File: src/design/abkf_pkg.sv
// Shared types, register indexes and saturating helpers for the angle/bias Kalman filter.
// No dependencies.
package abkf_pkg;

  localparam int DataW   = 64;
  localparam int FieldW  = 32;
  localparam int RegIdxW = 2;

  localparam logic [RegIdxW-1:0] REG_ANGLE_NOISE  = 2'd0;
  localparam logic [RegIdxW-1:0] REG_BIAS_NOISE   = 2'd1;
  localparam logic [RegIdxW-1:0] REG_MEAS_NOISE   = 2'd2;
  localparam logic [RegIdxW-1:0] REG_SAMPLE_PER   = 2'd3;

  localparam logic [FieldW-1:0] ANGLE_NOISE_RST = 32'd16777;
  localparam logic [FieldW-1:0] BIAS_NOISE_RST  = 32'd50332;
  localparam logic [FieldW-1:0] MEAS_NOISE_RST  = 32'd8388608;
  localparam logic [FieldW-1:0] SAMPLE_PER_RST  = 32'd21474836;

  localparam int DefFracBits = 40;

  typedef enum logic [1:0] {
    ST_IDLE,
    ST_ISSUE,
    ST_WAIT,
    ST_DONE
  } seq_state_t;

  typedef enum logic [3:0] {
    OP_ANGLE_PRED,
    OP_P0_PRED,
    OP_P12_PRED,
    OP_P3_PRED,
    OP_K0,
    OP_K1,
    OP_P0_UPD,
    OP_P1_UPD,
    OP_P2_UPD,
    OP_P3_UPD,
    OP_ANGLE_UPD,
    OP_BIAS_UPD
  } op_t;

  function automatic logic signed [DataW-1:0] sat_add(input logic signed [DataW-1:0] a,
                                                      input logic signed [DataW-1:0] b);
    logic signed [DataW:0] s;
    s = {a[DataW-1], a} + {b[DataW-1], b};
    if (s[DataW] != s[DataW-1]) begin
      sat_add = s[DataW] ? {1'b1, {(DataW-1){1'b0}}} : {1'b0, {(DataW-1){1'b1}}};
    end else begin
      sat_add = s[DataW-1:0];
    end
  endfunction

  function automatic logic signed [DataW-1:0] sat_sub(input logic signed [DataW-1:0] a,
                                                      input logic signed [DataW-1:0] b);
    logic signed [DataW:0] s;
    s = {a[DataW-1], a} - {b[DataW-1], b};
    if (s[DataW] != s[DataW-1]) begin
      sat_sub = s[DataW] ? {1'b1, {(DataW-1){1'b0}}} : {1'b0, {(DataW-1){1'b1}}};
    end else begin
      sat_sub = s[DataW-1:0];
    end
  endfunction

  function automatic logic [DataW-1:0] mag(input logic signed [DataW-1:0] a);
    mag = a[DataW-1] ? (DataW'(0) - a) : a;
  endfunction

endpackage

File: src/design/abkf_div.sv
// Restoring divider: (n << F) / d, one quotient bit per cycle, truncated and saturated.
// Depends on abkf_pkg.
module abkf_div #(
  parameter int STATE_FRAC_BITS = abkf_pkg::DefFracBits
) (
  input  logic                                 clk,
  input  logic                                 rst,
  input  logic                                 start,
  input  logic signed [abkf_pkg::DataW-1:0]    num,
  input  logic signed [abkf_pkg::DataW-1:0]    den,
  output logic                                 done,
  output logic signed [abkf_pkg::DataW-1:0]    result
);
  import abkf_pkg::*;

  localparam int QW   = 2 * DataW;
  localparam int CntW = $clog2(QW);

  logic            busy, fin, neg, zero_d;
  logic [CntW-1:0] cnt;
  logic [DataW-1:0] ud, rem;
  logic [QW-1:0]    dq;
  logic [DataW:0]   rem2, diff;
  logic             qbit;
  logic signed [DataW-1:0] q_val;

  assign rem2 = {rem, dq[QW-1]};
  assign diff = rem2 - {1'b0, ud};
  assign qbit = (rem2 >= {1'b0, ud});

  always_comb begin
    if (zero_d) begin
      q_val = '0;
    end else if (neg) begin
      if (dq[QW-1:DataW] != '0 || dq[DataW-1]) begin
        q_val = {1'b1, {(DataW-1){1'b0}}};
      end else begin
        q_val = DataW'(0) - dq[DataW-1:0];
      end
    end else if (dq[QW-1:DataW] != '0 || dq[DataW-1]) begin
      q_val = {1'b0, {(DataW-1){1'b1}}};
    end else begin
      q_val = dq[DataW-1:0];
    end
  end

  always_ff @(posedge clk) begin
    if (rst) begin
      busy <= 1'b0;
      fin  <= 1'b0;
      done <= 1'b0;
    end else begin
      done <= fin;
      fin  <= busy && (cnt == '0);
      if (start) begin
        busy <= 1'b1;
      end else if (busy && cnt == '0) begin
        busy <= 1'b0;
      end
    end
  end

  always_ff @(posedge clk) begin
    if (start) begin
      ud     <= mag(den);
      dq     <= {{DataW{1'b0}}, mag(num)} << STATE_FRAC_BITS;
      rem    <= '0;
      neg    <= num[DataW-1] ^ den[DataW-1];
      zero_d <= (den == '0);
      cnt    <= CntW'(QW - 1);
    end else if (busy) begin
      rem <= qbit ? diff[DataW-1:0] : rem2[DataW-1:0];
      dq  <= {dq[QW-2:0], qbit};
      cnt <= cnt - 1'b1;
    end
    if (fin) begin
      result <= q_val;
    end
  end

endmodule

File: config.mk
export PLATFORM = sky130hd
export DESIGN_NAME = abkf_div
export DESIGN_NICKNAME = d
export VERILOG_FILES = /design/src/design/abkf_pkg.sv /design/src/design/abkf_div.sv
export SDC_FILE = /design/constraint.sdc
export NUM_CORES = 1
export LEC_CHECK = 0
export BUFFER_PORTS_ARGS = -buffer_cell sky130_fd_sc_hd__buf_2
export CAP_MARGIN = 20
export CORE_MARGIN = 3
export CORE_UTILIZATION = 50
export CTS_BUF_LIST = sky130_fd_sc_hd__clkbuf_16
export DETAILED_ROUTE_END_ITERATION = 6
export HOLD_SLACK_MARGIN = 0.1
export PLACE_DENSITY_LB_ADDON = 0.2
export SYNTH_ARGS = -nofsm -noshare
export SYNTH_HDL_FRONTEND = slang
export SYNTH_SLANG_ARGS = --single-unit
File: constraint.sdc
create_clock -name clk -period 3.7 [get_ports clk]
set_input_delay 0.555 -clock clk [delete_from_list [all_inputs] [get_ports clk]]
set_output_delay 0.555 -clock clk [all_outputs]
set_load 0.005 [all_outputs]
; Word level (Yosys, flattened, before mapping)
; Index checks and enable logic that the tools add are counted.
[totals]
out_inout_bits = 65
register_bits = 332
[classes]
mux = 10
bitwise = 1
reduce_logical = 7
add_sub_neg = 5
magnitude_cmp = 1
[ops]
columns = op, n
row1 = two-way mux 64 bit, 5
row2 = two-way mux 104 bit, 2
row3 = subtractor 1 x 64 -> 64 bit (first input constant), 3
row4 = greater-or-equal comparator 65 x 64 -> 1 bit, 1
row5 = zero test 64 bit, 1
row6 = nonzero test 64 bit, 1
row7 = subtractor 64 bit, 1
row8 = two-way mux 63 bit, 1
row9 = zero test 7 bit, 1
row10 = subtractor 7 x 1 -> 7 bit (second input constant), 1
row11 = nonzero test 2 bit, 2
row12 = two-way mux 1 bit, 2
row13 = logical AND 1 bit, 1
row14 = logical OR 1 bit, 1
row15 = XOR 1 bit, 1

; Logic depth before layout (Yosys ltp)
[logic_depth]
word_depth = 4
mapped_depth = 15
ltp_nobuf = 13

; Least setup slack after synthesis
; No wires, ideal clock.
[synth_path]
kind = input -> register
from = input port den[13] (netlist bit)
to = register ud[61] (data pin)
required_ns = 3.437
setup_time_ns = 0.263
setup_slack_ns = -0.303
t_arrival_ns = 3.740
path_buffers = 0
path_stages = 10
cell_sequence = or4_4 > or4_4 > nor4b_4 > nand2_2 > or2_1 > or3_1 > or3_4 > or3_4 > o41ai_2 > xnor2_1
[synth_between]
elab_chain_cells = 2
[synth_rtl]
columns = item, line
row1 = from (decl), abkf_div.sv:10  ; input logic signed [abkf_pkg::DataW-1:0] den,
row2 = subtractor 1 x 64 -> 64 bit, abkf_pkg.sv:66  ; mag = a[DataW-1] ? (DataW'(0) - a) : a;
row3 = two-way mux 63 bit, abkf_pkg.sv:66
row4 = to (signal assigned), abkf_div.sv:65  ; ud <= mag(den);
row5 = to (decl), abkf_div.sv:21  ; logic [DataW-1:0] ud, rem;
; Every way passes these cells.
; A chain may end at the register's enable or synchronous reset.

; Worst setup path after layout
; Same ends and word-level chain as after synthesis.

==> flow_summary.json <==
{
  "hpwl_um": 39100,
  "grt_util_met2": 0.396,
  "drt_iter0_drc": 1244,
  "clk_latency_ns": 0.56,
  "reg2reg_setup_slack_ns": 0.15,
  "hold_path_class": "input port to register",
  "synth_top_area_share": 0.283,
  "synth_seq_area_share": 0.418,
  "required_ns": 4.00,
  "rows": 73,
  "yosys_warnings": 0,
  "arrival_ns": 3.96,
  "synth.area.top_cells": "edfxtp_1 28%, dfxtp_1 13%, xnor2_1 8.0%, nor2_1 5.4%, ha_1 4.1%",
  "htreeDepth": 2,
  "finalCriticalPeriod_ns": 3.67,
  "num-fill-cells": 3509,
  "synthesis.area_sq_um": 20600,
  "start_util": 0.512,
  "clockRootBuffer": "clkbuf_16",
  "vias": 17600,
  "max-vdd-ir-drop_v": 0.000303,
  "fin_crit_sh": 0.991,
  "crit_fanout": 4,
  "cp-end-kind": "register",
  "final_cell_mix": "294 x nor2_1, 194 x edfxtp_1, 192 x buf_2",
  "drv_cap": 0,
  "tritoncts": "built",
  "synth-async-reset-ratio": 0,
  "p_per_area_nw_per_um2": 417,
  "setup_viol": 0,
  "drcViolationCount": 0,
  "gr-usage-all-layers": 0.235,
  "hold_viol": 0,
  "die_height_um": 209,
  "met1_usage": 0.321,
  "synthAdderAreaFrac": 0.0423,
  "die_area_sq_um": 43600,
  "grt_pass1_vias": 16900,
  "pre_cts_ws_ns": -0.542,
  "wl_per_cell_um": 17.4,
  "setup_slack_ns": 0.0321,
  "synth_top_flop_cell": "edfxtp_1",
  "worst_pin_slew_ns": 1.04,
  "area_growth_pct": 17.9,
  "skew_ns": 0.0170,
  "top_usage_layer": "met2",
  "synthSimpleGateAreaFrac": 0.168,
  "ys_ff_latch": 332,
  "max_clock_freq_ghz": 0.273,
  "port_buffers": 195,
  "vias_per_cell": 5.79,
  "yosys.area_share.xor_xnor": 0.0920,
  "startpoint_type": "input port",
  "met3_usage": 0.0269,
  "overflow": 0,
  "holdWs_ns": 0.225,
  "postRouteAntennaNets": 0,
  "p_leak_nw": 9.77,
  "cts.sinks": 332,
  "syn_inst": 2253,
  "critical_path_class": "input port to register",
  "yosys.area.top_type": "edfxtp_1",
  "outcome": "completed",
  "grt_max_degree": 89,
  "synthMuxAreaShare": 0.0420,
  "io_pins": 196,
  "die_w_um": 209,
  "finish.utilization": 0.603,
  "nets": 2690,
  "maxSlewHeadroom": 0.304,
  "synth_cell_type_count": 72,
  "numCtsBuffers": 37,
  "grt_pass1_wl_um": 86200,
  "drive_above_1_share": 0.176,
  "synth_edf_count": 194,
  "clock_path_buffers": 3,
  "synth_nets": 2453,
  "slew_violations": 0,
  "drt_pass1_iterations": 5,
  "core_area_sq_um": 40200,
  "avgSynthCellArea_sq_um": 9.13,
  "synth_compound_area_frac": 0.198,
  "place.gp.congestion": 0.931,
  "synth_top_family_by_area": "compound AO/OA/AOI/OAI gates",
  "final_common_cell": "nor2_1",
  "clkTransAtPathRegs_ns": 0.06,
  "rsz0062_at_grt": "true",
  "grt_antenna_before_repair": 2,
  "routed_wl_um": 53000
}
cell families after synthesis:
kind of cell / after synthesis
DFF: 332
and+or+nand+nor: 723
buffers and inverters: 222
xor gates and xnor gates: 216
adders and majority gates: 69
muxes: 86
AOI/OAI and AO/OA: 605
area by class of cell:
| class | count | area [sq um] | area share |
|---|---|---|---|
| repair buffers | 326 | 2060 | 0.0851 |
| clock inverters | 25 | 166 | 0.00686 |
| flip-flops and latches | 332 | 8590 | 0.354 |
| inverters | 94 | 353 | 0.0146 |
| diodes | 2 | 5.00 | 0.000206 |
| well taps | 525 | 657 | 0.0271 |
| multi-input cells | 1699 | 11300 | 0.467 |
| clock buffers | 43 | 1080 | 0.0444 |
layer usage:
layer,wire length [um],vias up
met1,24100,8353
met3,2310,88
met4,1390,0
met5,0,-
met2,25200,438
li1,-,8754
worst paths after layout:
kind,startpoint,endpoint,depth (start not counted)
max,den[13],ud[61],11
min,rst,fin,2
max reg2reg,dq[23],result[58],10
min reg2reg,rem[14],rem[14],2
critical path, cell delays in order:
cell,delay [ns]
buf_6,0.09
or4_4,0.52
or4_4,0.46
nor4b_4,0.38
nand2_2,0.09
or2_4,0.28
or3_4,0.38
or3_4,0.39
or3_4,0.38
o41ai_4,0.33
xnor2_1,0.10
state kept, by name, indices dropped and copies added (netlist names):
register  flops
busy          1
cnt           7
done          1
dq          128
fin           1
neg           1
rem          64
result       64
ud           64
zero_d        1
Yosys cell counts, types with 65 or more instances:
library cell	count
ha_1	68
clkbuf_1	108
o21ai_0	137
mux2i_1	84
edfxtp_1	194
nand2_1	149
xnor2_1	187
a22o_1	65
nor2_1	295
inv_1	93
dfxtp_1	138
a21oi_1	132
metrics by stage:
stage	power [mW]	cells	instance area, sq um	TNS, ns
after floorplan	5.78	2253	20600	-1.94
after global placement	6.41	2971	22800	-4.53
after detailed placement	6.44	2971	22800	-6.05
after CTS	10.2	3039	24000	-0.0205
after global routing	10.6	3046	24200	-0.124
final	10.1	3046	24200	0
power breakdown:
group,switching (mW),internal [mW],leakage (nW)
sequential,0.159,4.17,3.03
combinational,1.22,0.879,6.11
clock,1.52,2.16,0.633
total,2.90,7.21,9.77
what timing repair did:
item	in CTS	in global routing
gates cloned	0	0
endpoints found under the setup margin	8	43
buffers inserted	0	4
hold buffers	0	0
gates resized for setup	2	31
hold endpoints to repair	0	0
pin swaps	0	7
Power figures use the tool's default switching activity.
