File: src/design/abkf_pkg.sv
// Shared types, register indexes and saturating helpers for the angle/bias Kalman filter.
// No dependencies.
package abkf_pkg;

  localparam int DataW   = 64;
  localparam int FieldW  = 32;
  localparam int RegIdxW = 2;

  localparam logic [RegIdxW-1:0] REG_ANGLE_NOISE  = 2'd0;
  localparam logic [RegIdxW-1:0] REG_BIAS_NOISE   = 2'd1;
  localparam logic [RegIdxW-1:0] REG_MEAS_NOISE   = 2'd2;
  localparam logic [RegIdxW-1:0] REG_SAMPLE_PER   = 2'd3;

  localparam logic [FieldW-1:0] ANGLE_NOISE_RST = 32'd16777;
  localparam logic [FieldW-1:0] BIAS_NOISE_RST  = 32'd50332;
  localparam logic [FieldW-1:0] MEAS_NOISE_RST  = 32'd8388608;
  localparam logic [FieldW-1:0] SAMPLE_PER_RST  = 32'd21474836;

  localparam int DefFracBits = 40;

  typedef enum logic [1:0] {
    ST_IDLE,
    ST_ISSUE,
    ST_WAIT,
    ST_DONE
  } seq_state_t;

  typedef enum logic [3:0] {
    OP_ANGLE_PRED,
    OP_P0_PRED,
    OP_P12_PRED,
    OP_P3_PRED,
    OP_K0,
    OP_K1,
    OP_P0_UPD,
    OP_P1_UPD,
    OP_P2_UPD,
    OP_P3_UPD,
    OP_ANGLE_UPD,
    OP_BIAS_UPD
  } op_t;

  function automatic logic signed [DataW-1:0] sat_add(input logic signed [DataW-1:0] a,
                                                      input logic signed [DataW-1:0] b);
    logic signed [DataW:0] s;
    s = {a[DataW-1], a} + {b[DataW-1], b};
    if (s[DataW] != s[DataW-1]) begin
      sat_add = s[DataW] ? {1'b1, {(DataW-1){1'b0}}} : {1'b0, {(DataW-1){1'b1}}};
    end else begin
      sat_add = s[DataW-1:0];
    end
  endfunction

  function automatic logic signed [DataW-1:0] sat_sub(input logic signed [DataW-1:0] a,
                                                      input logic signed [DataW-1:0] b);
    logic signed [DataW:0] s;
    s = {a[DataW-1], a} - {b[DataW-1], b};
    if (s[DataW] != s[DataW-1]) begin
      sat_sub = s[DataW] ? {1'b1, {(DataW-1){1'b0}}} : {1'b0, {(DataW-1){1'b1}}};
    end else begin
      sat_sub = s[DataW-1:0];
    end
  endfunction

  function automatic logic [DataW-1:0] mag(input logic signed [DataW-1:0] a);
    mag = a[DataW-1] ? (DataW'(0) - a) : a;
  endfunction

endpackage

File: src/design/abkf_mul.sv
// Bit-serial signed multiplier: one multiplier bit per cycle, floor shift, 64-bit saturation.
// Depends on abkf_pkg.
module abkf_mul #(
  parameter int STATE_FRAC_BITS = abkf_pkg::DefFracBits
) (
  input  logic                                 clk,
  input  logic                                 rst,
  input  logic                                 start,
  input  logic signed [abkf_pkg::DataW-1:0]    a,
  input  logic signed [abkf_pkg::DataW-1:0]    b,
  input  logic                                 frac_shift,
  output logic                                 done,
  output logic signed [abkf_pkg::DataW-1:0]    result
);
  import abkf_pkg::*;

  localparam int CntW = $clog2(DataW);
  localparam int PW   = 2 * DataW;

  logic            busy, fin, neg;
  logic [CntW-1:0] cnt;
  logic [DataW-1:0] ma, hi, lo;
  logic [DataW:0]   sum;
  logic signed [PW-1:0] prod, r32, rf, rsel;
  logic signed [DataW-1:0] sat_val;

  assign sum = {1'b0, hi} + (lo[0] ? {1'b0, ma} : '0);

  always_comb begin
    prod = neg ? (PW'(0) - {hi, lo}) : {hi, lo};
    r32  = prod >>> 32;
    rf   = prod >>> STATE_FRAC_BITS;
    rsel = frac_shift ? rf : r32;
    if (rsel[PW-1:DataW-1] != {(PW-DataW+1){1'b0}} &&
        rsel[PW-1:DataW-1] != {(PW-DataW+1){1'b1}}) begin
      sat_val = prod[PW-1] ? {1'b1, {(DataW-1){1'b0}}} : {1'b0, {(DataW-1){1'b1}}};
    end else begin
      sat_val = rsel[DataW-1:0];
    end
  end

  always_ff @(posedge clk) begin
    if (rst) begin
      busy <= 1'b0;
      fin  <= 1'b0;
      done <= 1'b0;
    end else begin
      done <= fin;
      fin  <= busy && (cnt == '0);
      if (start) begin
        busy <= 1'b1;
      end else if (busy && cnt == '0) begin
        busy <= 1'b0;
      end
    end
  end

  always_ff @(posedge clk) begin
    if (start) begin
      ma  <= mag(a);
      lo  <= mag(b);
      hi  <= '0;
      neg <= a[DataW-1] ^ b[DataW-1];
      cnt <= CntW'(DataW - 1);
    end else if (busy) begin
      hi  <= sum[DataW:1];
      lo  <= {sum[0], lo[DataW-1:1]};
      cnt <= cnt - 1'b1;
    end
    if (fin) begin
      result <= sat_val;
    end
  end

endmodule

File: config.mk
export PLATFORM = sky130hd
export DESIGN_NAME = abkf_mul
export DESIGN_NICKNAME = d
export VERILOG_FILES = /design/src/design/abkf_pkg.sv /design/src/design/abkf_mul.sv
export SDC_FILE = /design/constraint.sdc
export NUM_CORES = 1
export LEC_CHECK = 0
export ABC_AREA = 1
export BUFFER_PORTS_ARGS = -buffer_cell sky130_fd_sc_hd__buf_2
export CAP_MARGIN = 20
export CELL_PAD_IN_SITES_DETAIL_PLACEMENT = 2
export CELL_PAD_IN_SITES_GLOBAL_PLACEMENT = 2
export CORE_MARGIN = 1.5
export CORE_UTILIZATION = 34
export CTS_CLUSTER_SIZE = 8
export DETAILED_ROUTE_END_ITERATION = 7
export PLACE_DENSITY = 0.79
export SLEW_MARGIN = 20
export SYNTH_ARGS = -nofsm -noshare
export SYNTH_HDL_FRONTEND = slang
export SYNTH_SLANG_ARGS = --single-unit
File: constraint.sdc
create_clock -name clk -period 4.1 [get_ports clk]
set_input_delay 0.82 -clock clk [delete_from_list [all_inputs] [get_ports clk]]
set_output_delay 0.82 -clock clk [all_outputs]
set_load 0.05 [all_outputs]
# Word level (Yosys, flattened, before mapping)
# Cells that the tools add are included.
[word_totals]
regBits = 266
out_inout_bits = 65
elab_cells = 34
[op_classes]
bitwise = 1
eq_ne = 1
reduce_logical = 6
muxes = 11
n_addsub = 5
[op_table]
columns = ["operator", "count"]
rows = [
  ["2-to-1 mux 64 bit", 6],
  ["2-to-1 mux 128 bit", 1],
  ["subtractor 1 x 128 -> 128 bit (first input constant)", 1],
  ["subtractor 1 x 64 -> 64 bit (first input constant)", 2],
  ["2-to-1 mux 95 bit", 1],
  ["adder 64 x 64 -> 65 bit", 1],
  ["inequality test 65 bit (second input constant)", 1],
  ["nonzero test 65 bit", 1],
  ["2-to-1 mux 63 bit", 1],
  ["zero test 6 bit", 1],
  ["subtractor 6 x 1 -> 6 bit (second input constant)", 1],
  ["nonzero test 2 bit", 2],
  ["logical AND 1 bit", 2],
  ["2-to-1 mux 1 bit", 2],
  ["XOR 1 bit", 1],
]

# Depth between registers and ports, before layout
# Gate-level depths: netlist of the first run.
[logic_depth]
word_depth = 6
ltp_mapped = 23

# Worst setup path after synthesis of the first run
# No wires, ideal clock.
[synth_path]
path_kind = "register to register"
start = "register lo[0]"
end = "register hi[43]"
path_stages_with_launch = 24
n_path_buf = 2
slack_ns = 1.070
t_arrival_ns = 2.921
period_less_slack_ns = 3.030
setup_ns = 0.109
path_cell_list = "edfxtp_1 > clkbuf_1 > clkbuf_1 > nand2_1 > inv_1 > ha_1 > fa_1 > nand2_1 > o21ai_0 > nand2_1 > nand2_1 > a21oi_1 > inv_1 > nand2_1 > nand2_1 > a21oi_1 > inv_1 > nand2_1 > nand2_1 > nand2_1 > a21o_1 > nand3_1 > nand2_1 > inv_1"
[synth_between]
elab_chain_cells = 2
[synth_lines]
columns = ["item", "line", "rtl"]
rows = [
  ["from (decl)", "abkf_mul.sv:22", "logic [DataW-1:0] ma, hi, lo;"],
  ["from (signal assigned)", "abkf_mul.sv:61", "lo <= mag(b);"],
  ["from (signal assigned)", "abkf_mul.sv:67", "lo <= {sum[0], lo[DataW-1:1]};"],
  ["2-to-1 mux 64 bit", "abkf_mul.sv:27", "assign sum = {1'b0, hi} + (lo[0] ? {1'b0, ma} : '0);"],
  ["adder 64 x 64 -> 65 bit", "abkf_mul.sv:27", ""],
  ["to (signal assigned)", "abkf_mul.sv:66", "hi <= sum[DataW:1];"],
  ["to (decl)", "abkf_mul.sv:22", ""],
]
# No other way between the ends.
# A chain may end at the register's enable or synchronous reset.

# Worst setup path after layout of the first run
[layout_path]
start = "register lo[0]"
end = "register result[36] in the netlist's numbering (data pin)"
[layout_between]
elab_chain_cells = 6
[layout_lines]
columns = ["item", "line", "rtl"]
rows = [
  ["subtractor 1 x 128 -> 128 bit (*)", "abkf_mul.sv:30", "prod = neg ? (PW'(0) - {hi, lo}) : {hi, lo};"],
  ["2-to-1 mux 128 bit (*)", "abkf_mul.sv:30", ""],
  ["2-to-1 mux 95 bit", "abkf_mul.sv:33", "rsel = frac_shift ? rf : r32;"],
  ["inequality test 65 bit / nonzero test 65 bit (equally long branches)", "abkf_mul.sv:35, abkf_mul.sv:34", ""],
  ["logical AND 1 bit", "abkf_mul.sv:34", "if (rsel[PW-1:DataW-1] != {(PW-DataW+1){1'b0}} &&"],
  ["2-to-1 mux 64 bit (*)", "abkf_mul.sv:34", ""],
  ["via sat_val[36]", "abkf_mul.sv:25", "logic signed [DataW-1:0] sat_val;"],
  ["to (signal assigned)", "abkf_mul.sv:71", "result <= sat_val;"],
  ["to (decl)", "abkf_mul.sv:13", "output logic signed [abkf_pkg::DataW-1:0] result"],
]
# The timed path passes the listed nets; every way through them passes the cells marked *.

==> results of run 1 <==
==> worst max-delay path: stages (launching register included) <==
cell      delay [ns]
edfxtp_1        0.50
nor2_2          0.20
nand2_1         0.08
nor2_1          0.14
nand2_1         0.15
nor2_2          0.34
nand2_1         0.17
nand2_2         0.24
nand3_1         0.11
nand2_1         0.10
nand3_1         0.07
nand2_1         0.10
nand2_1         0.08
nor2_1          0.12
nand2_1         0.07
nor2_1          0.13
nand3_2         0.26
nand3_4         0.43
nand2_1         0.17
==> synthesized netlist by cell type (5+ instances only) <==
cell,count,share of area [%]
nand2_1,1006,16
nor2_1,586,9.5
inv_1,415,6.7
o21ai_0,263,5.7
edfxtp_1,193,25
a21oi_1,175,3.8
nand3_1,172,3.7
xor2_1,128,4.8
xnor2_1,81,3.1
dfxtp_1,73,6.3
ha_1,67,3.6
clkbuf_1,66,1.1
nand4_1,54,1.5
nor3_1,41,0.88
a31oi_1,38,1.0
nor4_1,26,0.70
nand2_2,24,0.65
nor2_2,19,0.51
o211ai_1,13,0.42
o21ai_1,12,0.26
buf_1,11,0.18
o21a_1,10,0.32
a21o_1,9,0.29
nand3b_1,9,0.29
o31ai_1,9,0.29
buf_2,6,0.13
buf_4,5,0.16
buf_8,5,0.32
o21bai_1,5,0.16
or2_2,5,0.13
==> power by group through the flow <==
stage	Clock [W]	Combinational [W]	Sequential, W
2_1_floorplan	0	0.00181	0.00334
3_3_place_gp	0	0.00269	0.00349
3_5_place_dp	0	0.00279	0.00350
4_1_cts	0.00338	0.00281	0.00345
5_1_grt	0.00347	0.00313	0.00348
6_report	0.00332	0.00284	0.00346
==> state kept, by name, indices dropped and copies added, names as in the netlist <==
register	cells
busy	1
cnt	6
done	1
fin	1
hi	64
lo	64
ma	64
neg	1
result	64
==> layer usage <==
layer	wire [µm]	track usage [%]	vias up	share of wire, %
met4	2920	8.42	0	2.8
met5	0	0	-	0
met1	48900	39.8	12500	47
li1	-	-	12100	-
met2	48000	48.7	494	46
met3	3550	2.12	126	3.4
==> worst max-delay path by stage <==
stage,startpoint,to,slack (ns),depth (start not counted)
finish,lo[0],result[36],0.32,18
detailed placement,b[0],lo[62],0.26,15
CTS,lo[0],result[19],0.27,18
global route,lo[0],result[36],0.001,16
floorplan,lo[0],hi[43],1.07,23
global placement,a[1],ma[55],0.44,13
==> through the flow <==
step           hold slack (ns)  setup WS (ns)  cells
2_1_floorplan            0.428           1.07   3588
3_3_place_gp             0.447          0.445   4607
3_5_place_dp             0.467          0.255   4607
4_1_cts                  0.442          0.269   4679
5_1_grt                  0.460        0.00148   4680
6_report                 0.471          0.316   4681
==> cell type report <==
cell class,instances,area (µm²),area share (%)
clock buffer,68,1160,4.37
sequential,266,7260,27.4
tap,873,1090,4.13
inverter,421,1580,5.98
timing repair buffer,241,1360,5.14
multi-input combinational,2807,14000,52.7
clock inverter,4,52.6,0.199
antenna,1,2.50,0.00946
==> cells in the final DEF, fill, tap and decap left out, types with 67 or more instances in the layout <==
master,synthesis,layout
a21oi_1,175,175
buf_2,6,194
dfxtp_1,73,72
edfxtp_1,193,193
ha_1,67,67
inv_1,415,413
nand2_1,1006,1006
nand3_1,172,172
nor2_1,586,586
o21ai_0,263,263
xnor2_1,81,81
xor2_1,128,128
==> cell families after synthesis <==
logic type,synth area share [%]
adders and majority gates,3.69
and+or+nand+nor,35.2
DFF,31.2
xor gates and xnor gates,7.88
AOI/OAI and AO/OA,13.2
buffers and inverters,8.80
==> results list, run 1 <==
- Status: finished, final reports clean
- For this design, the sink count on the clock tree is 266.
- After floorplanning, the core was sized to cover 67400 µm².
* Hold worst-path end: ma[0]
- STA classifies the critical path endpoint as a register.
- Max-slew violation count: 0
- Unrepaired setup endpoints after global routing: false
- For this design the total switching power over the nets is 0.00370 W.
* Logic gate share of total power: 29.5%
- Syn avg cell area: 6.47 µm²
- EDFF count, synth: 193
* Number of inserted filler cells in the final layout: approximately 8400
- Clock-pin slew on the worst setup and hold paths: 0.05 ns
- The first global-routing pass estimated 157 mm of wire.
- For this run, asynchronously set or reset flops after synthesis account for 0%.
- Global router's overall resource usage: 29.0%
- The tightest min-delay check is of the primary input to register type.
* Max_cap viols: 0
- VDD IR-drop max: 0.253 mV
* Initial cell density of the core: 34.5%
- Netlist area before placement: 23200 µm²
- Hold Violations, Final: 0
- TritonCTS clock tree: yes
* Synthesized netlist cell count: 3588
* Clock share of power: 34.5%
- In this run the remaining antenna-violating nets after routing total 0.
* Hold Path Depth: 1
* Aggregate global routing overflow: 0
* Post-layout power: 0.00962 W
* Layout Nets: 3977
* Die boundary width: around 260 µm
- Synthesized Nets: 3788
* Post-route setup TNS: 0 ns
- CP Data Arrival Time: 4.07 ns
- The synthesized netlist contains 61 unique library cells.
- Maximum frequency from static timing analysis: between 200 and 300 MHz
* Share of cells above drive strength 1: 9.67%
- In this run the power density over the cells is roughly 360 nW/µm².
- Clock tree synthesis inserted a total of 40 buffers.
* First-pass iteration count of the detailed router: 5
- Initial antenna violation count: 0
- The routed design has 103 mm of wire.
- The die covers 69900 µm².
- Yosys printed 0 warnings.
- Post-synthesis sequential element count: 266
- After clock tree synthesis, the setup repair step added 0 buffers.
- Crit share post-route: between 90 and 100%
- Entering global routing, the biggest net connects 64 pins.
* Worst-margin pin slew: ~1.0 ns
- After detailed placement, the total cell area comes to ~25000 µm².
- Data required time at the worst endpoint: 4.39 ns
- DR vias/cell: 5.39
- The routed layout has 25200 vias.
* Maximum level of the CTS H-tree: 2
- The worst pin sits at a relative slew slack of 30.1%.
- The via count of the first global-routing pass was about 27000.
- Startpoint class of the critical path: register
- Fin crit period: 3.78 ns
- Internal power contribution: just under 0.006 W
- Sequential elements use 31.2% of the synthesized area.
- Switching part of the total power: 38.5%
- In this run the critical register-to-register path is launched from lo[0].
- The clock reaches the later pin of the worst-skew pair after 0.59 ns.
* Number of hold buffers added after cts: 0
- Measured on the finished design, the core utilization comes to 39.3%.
* Number of gates given a new drive strength after cts: 0
- Number of cell rows: 95
- The worst register-to-register path ends at result[36].
* Post-route design area: 26500 µm²
* DIE HEIGHT: 264 µm
- For the worst flop-to-flop path, the logic depth is 18.
- In this run the deepest clock path goes through 3 buffers.
* DR iter-0 viols: 1445
* Setup Crit Path Kind: register to register
- For flop-to-flop paths, the worst setup slack is between 0.3 and 0.4 ns.
* Largest fanout on the critical path: 32
- Finish-stage setup viols: 0
- CTS placed an instance of clkbuf_16 at the clock tree root.
- In this run the count of I/O pins placed on the die edge is 197.
* Part of the total power dissipated in sequential elements: 36.0%
- Worst clock skew on the final layout: ~0.023 ns
* Min-delay src: a[0]
- Number of buffer cells added on primary ports: between 150 and 200
- DP Wirelength: 84.4 mm
* Area added between synthesis and finish: 13.9%
* Leakage component of the power: approximately 12 nW
* Drt wl/cell: 22.1 µm
- Top_reg_cell synth: edfxtp_1
- Final weighted congestion of routability-driven global placement: about 0.94
- After detailed routing, the number of remaining DRC violations is 0.
Note: power is estimated with default switching activity, not from simulation.
==> inputs of run 2 (changes only) <==
Settings changed: ABC_AREA 1 to unset, CAP_MARGIN 20 to 10, CORE_UTILIZATION 34 to 38, PLACE_DENSITY 0.79 to unset, PLACE_DENSITY_LB_ADDON set to 0.25.
==> run 2 against run 1 <==
Against the previous run: the flow now stops in global routing (5_1_grt); synthesized area down 17%; synthesized cell count down 40%.
==> results list, run 2 <==
* Synth area leaders: edfxtp_1 30%, dfxtp_1 7.5%, xnor2_1 6.7%
- Buffers inserted during clock tree synthesis total 40.
- Ranked by instance count, the synthesized netlist is headed by 224 x nor2_1, 193 x edfxtp_1, 179 x a21oi_1.
- Maximum level of the CTS H-tree: 2
* Yosys cell types: 74
- Last worst endpoint in the global-route repair_timing: result[59]$_DFFE_PP_/D
- Post-synthesis async set-or-reset flop share: 0%
- Global router's overall resource usage: 81.1%
- Last flow stage reached: global routing (5_1_grt)
* Final weighted congestion of routability-driven global placement: about 0.86
- The initialized floorplan defines 82 standard-cell rows.
* DIE HEIGHT: 229 µm
* EDFF count, synth: 193
- Synthesized netlist cell count: around 2100
- DP Wirelength: 64.5 mm
* Synthesized Nets: 2347
- Aggregate global routing overflow: 296
- Largest area contributor in the netlist: edfxtp_1
- Top_reg_cell synth: edfxtp_1
- Number of buffer cells added on primary ports: 196
* Largest net degree at the start of global routing: 93
- TritonCTS sink count: 266
- The tool reported: "[ERROR GRT-0232] Routing congestion too high. Check the congestion heatmap in the GUI".
- Initial cell density of the core: 38.6%
- Share of synthesized area occupied by flip-flops and latches: 37.5%
- Type of pin the worst path ends at: sequential cell input
- The run stopped with a tool error.
- Die boundary width: 229 µm
* Initial antenna violation count: 26
- In the post-synthesis netlist, the cell with the most instances is nor2_1.
- In this run the count of I/O pins placed on the die edge is between 150 and 200.
- Root Buffer Master: clkbuf_16
- A synthesized cell averages approximately 9.0 µm².
* Netlist area before placement: 19400 µm²
* Clock Path Buffers: 3
- During synthesis, Yosys emitted a total of 0 warnings.
- Of the post-synthesis cell area, the dominant cell type holds ~30%.
* Number of hold buffers added after cts: 0
- Post-synthesis sequential element count: approximately 270
## run 2: layer usage
metal	GRT overflow	global-route usage (%)
met5	2	33.6
met4	114	86.8
met3	6	66.2
met1	1	79.7
met2	173	96.4
## run 2: logic make-up after synthesis
group / share of synthesized area, %
and+or+nand+nor: 19.4
AOI/OAI and AO/OA: 17.4
xor gates and xnor gates: 12.5
DFF: 37.5
buffers and inverters: 2.91
muxes: 5.82
adders and majority gates: 4.43
## run 2: timing repair
item,CTS
buffers inserted,85
pin swaps,104
setup endpoints to repair,134
gates resized for setup,295
cloned,8
## run 2: through the flow
stage / cells / hold slack [ns] / worst slack (ns) / instance area [µm²]
floorplan: 2147 / 0.448 / -0.933 / 19600
global placement: 3270 / 0.465 / -1.14 / 23800
detailed placement: 3270 / 0.477 / -1.33 / 23800
CTS: 3432 / 0.464 / -0.639 / 27300
==> inputs of run 3 (changes only) <==
Settings changed: CELL_PAD_IN_SITES_DETAIL_PLACEMENT 2 to unset, CELL_PAD_IN_SITES_GLOBAL_PLACEMENT 2 to unset, CORE_UTILIZATION 38 to 40, CTS_CLUSTER_SIZE 8 to unset, PLACE_DENSITY_LB_ADDON 0.25 to 0.15.
==> run 3 against run 2 <==
Against the previous run: synthesized cell count unchanged; synthesized area unchanged; the flow now finishes, with violations (negative setup slack).
==> results list, run 3 <==
- Number of cell rows: 80
- The tool flagged a number of max-cap violations equal to 0.
- For this run the aggregate overflow at the end of global routing stands at 0.
- Prior to clock tree synthesis, the placed netlist has a worst setup slack of -1.18 ns.
- Netlist area before placement: 19400 µm²
- Root Buffer Master: clkbuf_16
- In this design, the stage delay of the slowest critical-path cell is 0.52 ns.
* Worst clock skew on the final layout: between 0.01 and 0.015 ns
* Drt wl/cell: 17.6 µm
- In this design, the critical path's most frequently occurring cell is or4_4.
- The synthesized design contains 193 enable-type register cells.
- Number of buffer cells added on primary ports: approximately 200
- Setup violations remaining at the end of the flow were counted as 73.
* Type of destination of the critical path: register
- Final setup slack of the worst path: -0.551 ns
- Largest net degree at the start of global routing: 172
- Cell area after placement: around 24000 µm²
* Syn avg cell area: between 9 and 10 µm²
- Unrepaired setup endpoints after global routing: true
- Die boundary width: ~220 µm
* Violated checks: negative setup slack
- Maximum level of the CTS H-tree: 1
- The synthesized design spends more area on one cell type than any other, namely edfxtp_1.
- The number of antenna violations at the first check in global routing was 2.
* Clock Latency Late Sink: 0.59 ns
- IR analysis of the VDD net gives a maximum drop of 0.282 mV.
- In this run the deepest clock path goes through 3 buffers.
- Of all flip-flops after synthesis, the portion carrying an async set or reset was 0%.
- The most common cell in the synthesized netlist is nor2_1.
- The largest individual stage delay along the critical path comes from the cell or4_4.
- The most critical setup path has its startpoint at a[17].
* Worst-margin pin slew: 0.952 ns
- After filler insertion, the fill cell instance count of the layout stands at 4392.
- Synthesized Nets: 2347
- The hold violation count in the final report came to 0.
- TritonCTS clock tree: yes
- Number of buffers and inverters on the critical path: 1
- Global routing consumed, over all layers together, 22.4% of the routing resources.
* Crit share post-route: 113%
* Max-slew violation count: 0
- The critical path goes through buf_6 > or4_4 > or4_4 > or4_4 > or2_1 > or4_4 > or4_4 > or3_4 > or3_4 > nor4_4 > nand3_4 > o41ai_4 > xnor2_1.
- After clock tree synthesis, the clock-pin slew on the worst setup and hold paths is 0.06 ns.
- Most frequent standard cell in the layout excluding fill and tap cells: buf_4
- The flow ran to the end, but the final reports show violations.
- The finished cells cover 25700 µm².
- The congestion estimate from routability-driven global placement came to 0.896.
- Fin crit period: roughly 4.7 ns
* FF+latch area: a little over 7000 µm²
- Number of design rule violations left after detail routing: 0
- For this configuration, the core starts out at a cell density of 40.5%.
- Synth area leaders: edfxtp_1 30%, dfxtp_1 7.5%, xnor2_1 6.7%
- The synthesized design contains 266 register bits.
* Number of global-route vias before repair: 16600
* Min-delay src: rst
- The Yosys step of the flow raised 0 warnings.
* Layout Nets: 2835
* DP Wirelength: 44.8 mm
- In the final layout, the multi-input gates occupy 12600 µm².
- In this run the tightest slew margin relative to its limit is 36.5%.
- Die area: a little under 50000 µm²
- The number of hold buffers added after CTS was 0.
- Kind of cell adding the most delay to the critical path: simple AND/OR/NAND/NOR gates
- The post-route netlist has approximately 30% of its cells at a drive strength greater than 1.
- Final routed wirelength across all metal layers: 57.7 mm
- Ranked by instance count, the synthesized netlist is headed by 224 x nor2_1, 193 x edfxtp_1, 179 x a21oi_1.
- After synthesis, flip-flops and latches occupy roughly 37% of the total area.
* First-pass iteration count of the detailed router: 5
- The routed layout has 17600 vias.
* First-pass GRT wire length: 90.3 mm
* Total core area: 47700 µm²
- The critical path is of the primary input to register type.
- Commonest cells after routing, fill and taps aside: 346 x buf_4, 223 x nor2_1, 193 x edfxtp_1
- Area share of the largest cell type after synthesis: 29.9%
- TritonCTS created 30 clock buffers.
- Dividing the detail-routed via count by the number of cells gives 5.36.
* Yosys cell types: 74
- Largest fanout on the critical path: 5
* Power density over the cells: about 340 nW/µm²
- Top_reg_cell synth: edfxtp_1
- For this design the top-level I/O count stands at between 150 and 200.
* Source of the worst register-to-register timing path: hi[3]
* Area added between synthesis and finish: 32.6%
* Maximum frequency from static timing analysis: 215 MHz
* Remaining antenna violation count: 0
- Summed over all cells, the static leakage comes to 10.4 nW.
- Worst hold path class: primary input to register
- STA classifies the critical path startpoint as a primary input.
- CP Data Arrival Time: 4.98 ns
- After the first detailed-routing iteration, the DRC count stood at between 1000 and 1500.
- Data required time at the worst endpoint: 4.43 ns
- TritonCTS sink count: around 270
* Synthesized netlist cell count: ~2100
* DIE HEIGHT: 223 µm
run 3: cell counts after synthesis:
Identical to the previous run, type by type.
run 3: final timing paths:
kind,end,slack (ns),cells past startpoint
worst min-delay path,fin,0.43,2
worst max-delay path,ma[56],-0.55,13
worst max register to register,result[43],-0.13,16
worst min register to register,cnt[0],0.49,2
run 3: logic make-up after synthesis:
family / synth area share, %
xor gates and xnor gates: 12.5
adders and majority gates: 4.43
muxes: 5.82
buffers and inverters: 2.91
AOI/OAI and AO/OA: 17.4
and+or+nand+nor: 19.4
DFF: 37.5
run 3: routing by layer:
metal,global-route usage (%),wire length [µm],vias to the layer above
met1,34.6,29500,8216
met3,2.62,2950,60
met2,33.2,24200,417
li1,-,-,8867
met5,0,0,-
met4,5.18,1070,0
run 3: per-stage QoR:
stage                     TNS (ns)  cells  power [W]  hold slack, ns  utilization (%)
after floorplan             -22.31   2147    0.00487           0.448                -
after CTS                   -16.11   3264    0.00862           0.405             53.0
after global placement      -54.91   3186    0.00592           0.463             49.3
final                       -11.75   3277    0.00865           0.435             53.8
after detailed placement    -56.68   3186    0.00596           0.488             49.3
after global routing        -26.14   3276    0.00908           0.424             53.8
run 3: final cells by class:
class	instances	share of cell area, %
inverters	28	0.409
multi-input cells	1737	49.0
clock buffers	37	3.03
diodes	3	0.0292
clock inverters	19	0.551
repair buffers	572	15.8
flip-flops and latches	266	28.3
well taps	615	3.00
run 3: repair_timing:
action                     4_1_cts  5_1_grt
setup endpoints to repair      102      113
buffers inserted                19       14
cloned                           4        1
pin swaps                       47       44
gates resized for setup        128       76
run 3: power by group:
group / internal (W) / total [W] / leakage, nW / switching (W)
Sequential: 0.00315 / 0.00328 / 2.44 / 0.000131
Clock: 0.00141 / 0.00253 / 0.429 / 0.00112
Combinational: 0.00122 / 0.00283 / 7.54 / 0.00161
